### config.mk
export PLATFORM = sky130hd
export DESIGN_NAME = dss_ctrl
export DESIGN_NICKNAME = d
export VERILOG_FILES = /design/src/hw/rtl/dss_pkg.sv /design/src/hw/rtl/dss_ctrl.sv
export SDC_FILE = /design/constraint.sdc
export NUM_CORES = 1
export LEC_CHECK = 0
export ABC_AREA = 1
export BUFFER_PORTS_ARGS = -buffer_cell sky130_fd_sc_hd__clkbuf_2
export CORE_AREA = 2 2 39 41
export CTS_CLUSTER_SIZE = 12
export DETAILED_ROUTE_END_ITERATION = 10
export DIE_AREA = 0 0 41 43
export PLACE_DENSITY = 0.57
export SLEW_MARGIN = 40
export SYNTH_ARGS = -nofsm -noshare
export SYNTH_HDL_FRONTEND = slang
export SYNTH_SLANG_ARGS = --single-unit
### constraint.sdc
create_clock -name clk -period 0.9 [get_ports clk]
set_input_delay 0.045 -clock clk [delete_from_list [all_inputs] [get_ports clk]]
set_output_delay 0.045 -clock clk [all_outputs]
set_load 0.1 [all_outputs]
### src/hw/rtl/dss_pkg.sv
// Shared types and constants of the drum step sequencer.
// Used by dss_ctrl, dss_datapath and drum_step_sequencer; depends on nothing.
`timescale 1ns / 1ps

package dss_pkg;

	// Default sizes of the pattern store
	localparam int DEF_TRACKS    = 16;
	localparam int DEF_MAX_STEPS = 64;

	// Field widths
	localparam int VEL_W  = 7;
	localparam int CFG_W  = 7;
	localparam int POT_W  = 10;

	// Velocities and pitch
	localparam logic [VEL_W-1:0] KEY_VEL    = 7'd75;
	localparam logic [VEL_W-1:0] PRESS_VEL  = 7'd80;
	localparam logic [6:0]       PITCH_BASE = 7'd66;

	// Pot scaling: pot * 126 / 1027 via a rounded-up reciprocal, exact for 10-bit input
	localparam int POT_SHIFT = 20;
	localparam int POT_RECIP = (126 * (2 ** POT_SHIFT) + 1027 - 1) / 1027;
	localparam int RECIP_W   = 17;
	localparam int PROD_W    = POT_W + RECIP_W;

	// Register reset values
	localparam logic [6:0] LEN_RESET = 7'd8;
	localparam logic [4:0] DIV_RESET = 5'd6;

	// Configuration register indexes
	localparam logic [1:0] REG_PATTERN_LENGTH   = 2'd0;
	localparam logic [1:0] REG_CLOCK_DIVIDE     = 2'd1;
	localparam logic [1:0] REG_MIDI_SYNC_ENABLE = 2'd2;

	// Command codes
	localparam logic [2:0] CMD_MIDI_CLOCK = 3'd0;
	localparam logic [2:0] CMD_MIDI_STOP  = 3'd1;
	localparam logic [2:0] CMD_INT_TICK   = 3'd2;
	localparam logic [2:0] CMD_KEY        = 3'd3;
	localparam logic [2:0] CMD_POT        = 3'd4;
	localparam logic [2:0] CMD_SWITCH     = 3'd5;

	typedef enum logic [2:0] {
		ST_IDLE,
		ST_OFF,
		ST_ON,
		ST_KEY,
		ST_POT
	} dss_state_t;

	// Controller to datapath
	typedef struct packed {
		logic accept;
		logic cnt_clear;
		logic cnt_inc;
		logic emit_off;
		logic emit_on;
		logic emit_key;
		logic pot_write;
	} dss_cmd_t;

	// Datapath to controller
	typedef struct packed {
		logic adv_go;
		logic key_go;
		logic pot_go;
		logic cnt_last;
		logic row_any;
	} dss_status_t;

endpackage

### src/hw/rtl/dss_ctrl.sv
// Controller state machine of the drum step sequencer.
// Sequences advances, key presses and pot updates; depends on dss_pkg.
`timescale 1ns / 1ps

module dss_ctrl
	import dss_pkg::*;
(
	input  logic        clk,
	input  logic        arst_n,
	input  logic        start,
	output logic        busy,
	input  dss_status_t sts,
	output dss_cmd_t    ctl
);

	dss_state_t state_q;
	dss_state_t state_d;
	logic       accept;

	assign busy   = (state_q != ST_IDLE);
	assign accept = start && !busy;

	// Hold state
	always_ff @(posedge clk or negedge arst_n) begin
		if (!arst_n) begin
			state_q <= ST_IDLE;
		end else begin
			state_q <= state_d;
		end
	end

	// Next state
	always_comb begin
		state_d = state_q;
		unique case (state_q)
			ST_IDLE: begin
				if (accept) begin
					priority if (sts.adv_go) begin
						state_d = ST_OFF;
					end else if (sts.key_go) begin
						state_d = ST_KEY;
					end else if (sts.pot_go) begin
						state_d = ST_POT;
					end
				end
			end
			ST_OFF: begin
				if (sts.cnt_last) begin
					state_d = sts.row_any ? ST_ON : ST_IDLE;
				end
			end
			ST_ON: begin
				if (sts.cnt_last) begin
					state_d = ST_IDLE;
				end
			end
			ST_KEY:  state_d = ST_IDLE;
			ST_POT:  state_d = ST_IDLE;
			default: state_d = ST_IDLE;
		endcase
	end

	// Datapath commands
	always_comb begin
		ctl           = '0;
		ctl.accept    = accept;
		unique case (state_q)
			ST_IDLE: begin
				ctl.cnt_clear = 1'b1;
			end
			ST_OFF: begin
				ctl.emit_off  = 1'b1;
				ctl.cnt_inc   = 1'b1;
				ctl.cnt_clear = sts.cnt_last;
			end
			ST_ON: begin
				ctl.emit_on = 1'b1;
				ctl.cnt_inc = 1'b1;
			end
			ST_KEY: begin
				ctl.emit_key = 1'b1;
			end
			ST_POT: begin
				ctl.pot_write = 1'b1;
			end
			default: begin
				ctl.cnt_clear = 1'b1;
			end
		endcase
	end

endmodule

==> flow_summary.yaml, run 1 <==
outcome:
  status: "finished, violations left"
  violations: "setup timing"
timing:
  period_needed_ns: 1.37
  slew_headroom_pct: 82.0
  fin_ws_ns: -0.466
  worst_pin_slew_ns: 0.269
  min_period_over_period_pct: 152
  final_max_slew_viol_count: 0
  finalClockSkew_ns: 0.000296
  finalHoldViolations: 0
  setup_tns_ns: -3.94
  max_freq_mhz: 732
  finalSetupViolations: 11
  rsz0062_at_grt: "true"
finish:
  area_growth_pct: 156
  top_register: "state_q"
  postLayoutCoreUtil_pct: 49.7
  final_net_count: 84
  diodes: 0
  largest_reg_flops: 3
  drive_gt1_share_pct: 65.3
  reg_top3: "state_q (3)"
grt:
  grt_antenna_before_repair: 0
  grt_remaining_overflow: 0
  grt_start_max_net_pins: 5
  grtUsageTotal_pct: 12.2
  grt_pass1_vias: 389
  grt_pass1_wl_microns: 1450
die:
  start_util_pct: 19.4
  die_w_microns: 41
  fp-row-count: 14
  die_y_microns: 43
  ios: 16
  dieArea_sq_um: 1760
  core_area_sq_um: 1380
worst_setup_path:
  cp.arrival_ns: 1.32
  crit_chain: "inv_2 > nand3_4 > o211ai_1 > buf_12"
  crit_path_top_delay_cell: "dfrtp_2"
  crit_path_end_kind: "output pin"
  critical_path_class: "reg -> out"
  rr_startpoint: "state_q[2]"
  slowest_delay_ns: 0.43
  crit_start: "state_q[1]"
  cp.required_ns: 0.85
  path_max_fanout: 3
  critPathLaunchType: "flop"
synthesis:
  ys_types: 13
  ys_seq_area_share_pct: 27.9
  yosys_warnings: 0
  avgSynthCellArea_sq_um: 6.11
  synthesis.area_sq_um: 269
  synth.net_count: 52
  synthCells: 44
  ys_ff_latch: 3
route:
  drt_iter0_markers: 3
  vias: 378
  via_per_inst: 4.15
  dr.pass1.iters: 3
  antenna_left: 0
  drt-wirelength-per-cell_microns: 9.27
  drt-total-wl_microns: 844
  drc: 0
cts:
  clock_latency_ns: 0.23
  cts_tree: "yes"
  cts_buffer_depth: 2
  cts.clk_slew.worst_paths_ns: 0.04
  numCtsBuffers: 3
  clock_sinks: 3
  cts_max_level: 1
  root_buffer: "clkbuf_4"
place:
  place_hpwl_microns: 613
  gp_congestion: 0.743
  portBuffers: 15
min_path:
  hold_start: "sts[1]"
  hold_class: "in -> reg"
flow_run:
  maxCapViolations: 0
[critical path: cells and delay by family (launching register included)]
kind / cells / cell delay (ns)
compound gates: 1 / 0.27
buf+inv: 2 / 0.30
flops: 1 / 0.43
simple gates: 1 / 0.09
[final cells by class]
cell class	count	area (sq um)
clock buffer	4	26.3
tap	16	20.0
fill	145	696
multi-input combinational	29	201
inverter	11	52.6
sequential	3	77.6
timing repair buffer	28	310
[final timing paths]
path,endpoint,slack (ns),depth (start not counted)
setup reg to reg,state_q[0],-0.32,8
setup / recovery,ctl[5],-0.47,4
hold reg to reg,state_q[1],0.79,5
max in group asynchronous,state_q[0],0.63,2
hold / removal,state_q[1],0.12,4
min in group asynchronous,state_q[2],0.15,2
[metrics by stage]
stage                     setup slack, ns  hold WS [ns]  std cells  cell area (sq um)
final                              -0.466         0.118         91                688
after global routing               -0.529         0.152         91                688
after CTS                          -0.463         0.115         89                612
after detailed placement           -0.250        -0.157         80                531
after global placement             -0.216        -0.157         80                531
after floorplan                     -1.23        -0.251         44                278
[cell usage after synthesis, drive strengths merged]
library cell	number	area (sq um)
nand2	14	62.6
inv	11	41.3
nor2	7	28.8
nand3	5	35.0
dfrtp	3	75.1
buf	1	7.51
nand4	1	6.26
nor3	1	5.00
o211ai	1	7.51
[kinds of logic (layout without fill, tap and decap cells)]
logic type | Yosys count | in the layout | share of synthesized area, %
DFF | 3 | 3 | 27.9
buffers and inverters | 12 | 43 | 18.1
and+or+nand+nor | 28 | 28 | 51.2
AOI/OAI and AO/OA | 1 | 1 | 2.79
[placed cells by master, fill, tap and decap left out, drive strengths merged]
| cell | n |
|---|---|
| dfrtp | 3 |
| dlygate4sd3 | 1 |
| inv | 10 |
| o211ai | 1 |
| nand2 | 14 |
| nand3 | 5 |
| nor2 | 7 |
| clkbuf | 11 |
| nand4 | 1 |
| buf | 20 |
| nor3 | 1 |
| clkinvlp | 1 |
[metal layers]
metal / part of all wire (%) / wire length (microns) / global-route usage, % / vias up
met5: 0 / 0 / 0 / -
met4: 0 / 0 / 4.00 / 0
met3: 3.2 / 27 / 5.24 / 0
met2: 61 / 519 / 20.3 / 6
met1: 35 / 298 / 13.0 / 176
li1: - / - / - / 196
[timing repair]
item                                    CTS  global route
pin swaps                                 4             3
endpoints found under the setup margin   11            11
hold buffers                              1             0
gates resized for setup                   6            17
buffers inserted                          4             3
hold endpoints to repair                  3             0
Power of run 1 is not shown: default switching activity piles up to over one toggle a cycle in this logic, so the estimate is an artifact.
==> run 2, diff against run 1 <==
- CORE_AREA: 2 2 39 41 -> 8 8 45 47
- DIE_AREA: 0 0 41 43 -> 0 0 53 55
==> run 2 against run 1 <==
  * The flow still finishes with violations (setup timing)
  * Worst setup slack gained 0.022 ns
  * Global-route usage shrank 4.1 points
  * Clock-buffer cell count is the same
  * Cell count shrank 2.2%
==> flow_summary.yaml, run 2 (same netlist as run 1, synthesis figures left out) <==
outcome:
  violations: "setup timing"
  status: "finished, violations left"
place:
  place_hpwl_microns: 711
  gp_congestion: 0.761
  post_dp_cell_area_sq_um: 531
  dp.cells: 80
  portBuffers: 15
cts:
  numCtsBuffers: 3
  root_buffer: "clkbuf_4"
  cts_max_level: 1
  clock_sinks: 3
  cts.clk_slew.worst_paths_ns: 0.04
  cts_tree: "yes"
  cts_buffer_depth: 2
  clock_latency_ns: 0.23
timing:
  finalClockSkew_ns: 0.000386
  finalHoldViolations: 0
  finalSetupViolations: 11
  max_freq_mhz: 744
  period_needed_ns: 1.34
  final_max_slew_viol_count: 0
  setup_tns_ns: -3.69
  fin_ws_ns: -0.445
  rsz0062_at_grt: "true"
  slew_headroom_pct: 81.9
  worst_pin_slew_ns: 0.270
  min_period_over_period_pct: 149
finish:
  reg_top3: "state_q (3)"
  top_register: "state_q"
  largest_reg_flops: 3
  diodes: 0
  multiInputGateArea_sq_um: 214
  layoutNonFillerInstCount: 89
  fillers: 135
  seq_area_sq_um: 76.3
  finish.instance_area_sq_um: 678
  layout_commonest_cell: "nand2_1"
  final_net_count: 82
  drive_gt1_share_pct: 68.5
  postLayoutCoreUtil_pct: 49.0
  area_growth_pct: 152
  layout_common_cells: "9 x nand2_1, 8 x buf_12, 7 x clkbuf_2, 7 x buf_4"
die:
  ios: 16
  die_y_microns: 55
  start_util_pct: 19.4
  dieArea_sq_um: 2920
  fp-row-count: 14
  core_area_sq_um: 1380
  die_w_microns: 53
grt:
  grt_pass1_vias: 413
  grt_remaining_overflow: 0
  grtUsageTotal_pct: 8.05
  grt_antenna_before_repair: 0
  grt_start_max_net_pins: 5
  grt_pass1_wl_microns: 1700
worst_setup_path:
  critPathLaunchType: "flop"
  cp.required_ns: 0.85
  critical_path_class: "reg -> out"
  crit_chain: "nor2_4 > nand2_4 > o211ai_1 > buf_12"
  crit_path_end_kind: "output pin"
  cp.arrival_ns: 1.30
  crit_path_top_delay_cell: "dfrtp_1"
  slowest_delay_ns: 0.41
  path_max_fanout: 4
route:
  dr.pass1.iters: 1
  via_per_inst: 4.16
  drt_iter0_markers: 0
  drc: 0
  drt-total-wl_microns: 1010
  vias: 370
  drt-wirelength-per-cell_microns: 11.3
  antenna_left: 0
flow_run:
  maxCapViolations: 0
min_path:
  hold_class: "in -> reg"
==> run 2: changes by cell type in the layout (fill, tap and decap cells not counted) <==
cell | before | now
nand3_4 | 2 | 1
nand3_1 | 3 | 1
buf_6 | 4 | 3
inv_4 | 1 | 2
nor2_2 | 0 | 1
buf_4 | 8 | 7
dfrtp_2 | 2 | 1
nand3_2 | 0 | 3
dfrtp_1 | 1 | 2
nand2_1 | 10 | 9
inv_6 | 1 | 0
nand2_4 | 2 | 3
nor2_1 | 4 | 3
==> run 2: layout make-up <==
cell class,instances,area share [%]
well taps,16,2.95
multi-input cells,29,31.5
repair buffers,26,43.0
inverters,11,7.38
flip-flops and latches,3,11.3
clock buffers,4,3.87
==> run 2: through the flow <==
stage | hold WS [ns] | setup WS, ns
3_5_place_dp | -0.156 | -0.243
5_1_grt | 0.142 | -0.496
4_1_cts | 0.101 | -0.448
3_3_place_gp | -0.157 | -0.212
6_report | 0.0937 | -0.445
2_1_floorplan | -0.251 | -1.23
==> run 2: worst paths after layout <==
kind / from / endpoint / slack (ns) / cells after the start
setup / recovery: state_q[1] / ctl[5] / -0.44 / 4
hold / removal: sts[1] / state_q[0] / 0.09 / 4
setup reg to reg: state_q[1] / state_q[1] / -0.26 / 7
hold reg to reg: state_q[0] / state_q[1] / 0.77 / 5
max in group asynchronous: arst_n / state_q[0] / 0.64 / 2
min in group asynchronous: arst_n / state_q[1] / 0.14 / 2
==> run 2: worst max-delay path: cells and delay by family (launching register included) <==
kind,cells,cell delay (ns)
compound gates,1,0.15
buf+inv,1,0.21
flops,1,0.41
simple gates,2,0.28
==> run 2: what timing repair did <==
action	4_1_cts	5_1_grt
hold endpoints to repair	3	0
gates resized for setup	16	8
buffers inserted	4	0
setup endpoints to repair	11	11
pin swaps	4	8
hold buffers	1	0
==> run 2: layer usage <==
layer  vias to the layer above  part of all wire [%]  track usage, %
met3                         2                   3.0            1.87
met5                         -                     0               0
met4                         0                   1.7            6.47
met2                         7                    65            15.8
li1                        190                     -               -
met1                       171                    30            6.74
Power of run 2 is left out for the same reason.
==> run 3, diff against run 2 <==
- PLACE_DENSITY: 0.57 -> default
==> run 3 against run 2 <==
  * The run still ends with setup timing left
  * Critical path depth did not move
  * Final area shrank 2.4%
  * Worst hold slack improved by 0.0015 ns
  * Flip-flop and latch count is the same
  * Core utilization shrank 1.2 points
  * Sequential share of layout area up 0.28 points
  * Register-to-register slack got worse by 0.07 ns
==> flow_summary.yaml, run 3 (same netlist as run 1, synthesis figures left out) <==
die:
  core_area_sq_um: 1380
  dieArea_sq_um: 2920
  fp-row-count: 14
  start_util_pct: 19.4
  ios: 16
  die_y_microns: 55
  die_w_microns: 53
finish:
  fillers: 138
  top_register: "state_q"
  drive_gt1_share_pct: 61.6
  final_net_count: 82
  reg_top3: "state_q (3)"
  diodes: 0
  largest_reg_flops: 3
  finish.instance_area_sq_um: 662
  layout_commonest_cell: "nand2_1"
  area_growth_pct: 146
  layout_common_cells: "10 x nand2_1, 8 x buf_4, 7 x inv_1, 7 x clkbuf_2, 7 x buf_12"
timing:
  finalClockSkew_ns: 0.00567
  finalHoldViolations: 0
  min_period_over_period_pct: 153
  period_needed_ns: 1.38
  fin_ws_ns: -0.478
  rsz0062_at_grt: "true"
  final_max_slew_viol_count: 0
  max_freq_mhz: 726
  worst_pin_slew_ns: 0.240
  slew_headroom_pct: 83.9
  finalSetupViolations: 11
worst_setup_path:
  critical_path_class: "reg -> out"
  cp.arrival_ns: 1.33
  cp_top_family: "flip-flops"
  cp.required_ns: 0.85
  crit_path_top_delay_cell: "dfrtp_1"
  crit_path_end_kind: "output pin"
  path_max_fanout: 3
  crit_chain: "inv_2 > nand3_4 > o211ai_1 > clkbuf_16"
  slowest_delay_ns: 0.42
  cp.buffers_inverters: 2
  critPathLaunchType: "flop"
place:
  post_dp_cell_area_sq_um: 515
  portBuffers: 15
  place_hpwl_microns: 710
  gp_congestion: 0.722
outcome:
  violations: "setup timing"
  status: "finished, violations left"
cts:
  cts.clk_slew.worst_paths_ns: 0.04
  cts_tree: "yes"
  clock_latency_ns: 0.24
  root_buffer: "clkbuf_4"
  clock_sinks: 3
  numCtsBuffers: 3
  cts_max_level: 1
  cts_buffer_depth: 2
route:
  drt-wirelength-per-cell_microns: 10.6
  vias: 377
  drc: 0
  drt_iter0_markers: 3
  dr.pass1.iters: 3
  drt-total-wl_microns: 940
  antenna_left: 0
  via_per_inst: 4.24
grt:
  grt_pass1_vias: 374
  grtUsageTotal_pct: 7.60
  grt_start_max_net_pins: 6
  grt_remaining_overflow: 0
  grt_antenna_before_repair: 0
  grt_pass1_wl_microns: 1570
flow_run:
  maxCapViolations: 0
min_path:
  hold_class: "in -> reg"
run 3: changes by cell type in the layout (fill, tap and decap cells not counted), sizes merged:
cell,previous run,this run
buf,18,17
clkbuf,11,12
run 3: path summary, 6_finish.rpt:
| kind | startpoint | end | slack, ns | cells after the start |
|---|---|---|---|---|
| setup / recovery | state_q[1] | ctl[5] | -0.48 | 4 |
| hold / removal | sts[4] | state_q[2] | 0.1 | 4 |
| setup reg to reg | state_q[0] | state_q[1] | -0.33 | 7 |
| hold reg to reg | state_q[2] | state_q[0] | 0.74 | 5 |
| max in group asynchronous | arst_n | state_q[0] | 0.64 | 2 |
| min in group asynchronous | arst_n | state_q[2] | 0.14 | 2 |
run 3: worst register-to-register path: cells and delay by family, from the launching register on:
| kind | cells | cell delay, ns |
|---|---|---|
| buffers and inverters | 2 | 0.27 |
| DFF | 1 | 0.44 |
| and+or+nand+nor | 5 | 0.40 |
run 3: area by class of cell:
cell class              count  area, sq um  share of cell area, %
clock buffers               4         26.3                   3.97
flip-flops and latches      3         76.3                   11.5
inverters                  11         45.0                   6.81
repair buffers             26          293                   44.2
multi-input cells          29          201                   30.4
well taps                  16         20.0                   3.02
run 3: timing repair:
| action | 4_1_cts | 5_1_grt |
|---|---|---|
| hold buffers | 1 | 0 |
| pin swaps | 3 | 5 |
| gates resized for setup | 7 | 8 |
| setup buffers | 4 | 3 |
| gates cloned | 0 | 0 |
| endpoints found under the setup margin | 11 | 11 |
| endpoints found under the hold margin | 3 | 0 |
run 3: metal layers:
layer / routed length [microns] / vias up / GRT usage, %
met1: 340 / 179 / 6.86
met2: 549 / 8 / 13.3
li1: - / 190 / -
met4: 0 / 0 / 3.88
met5: 0 / - / 0
met3: 50 / 0 / 4.55
run 3: stage by stage:
stage / util [%] / hold slack, ns / setup WS (ns) / std cells / TNS [ns]
6_report: 47.8 / 0.0952 / -0.478 / 89 / -4.01
5_1_grt: 47.8 / 0.107 / -0.530 / 89 / -4.68
4_1_cts: 44.0 / 0.0960 / -0.481 / 87 / -3.78
3_5_place_dp: 37.3 / -0.156 / -0.261 / 78 / -1.61
3_3_place_gp: 37.3 / -0.157 / -0.223 / 78 / -1.44
2_1_floorplan: - / -0.251 / -1.23 / 44 / -5.82
Power of run 3 is left out for the same reason.
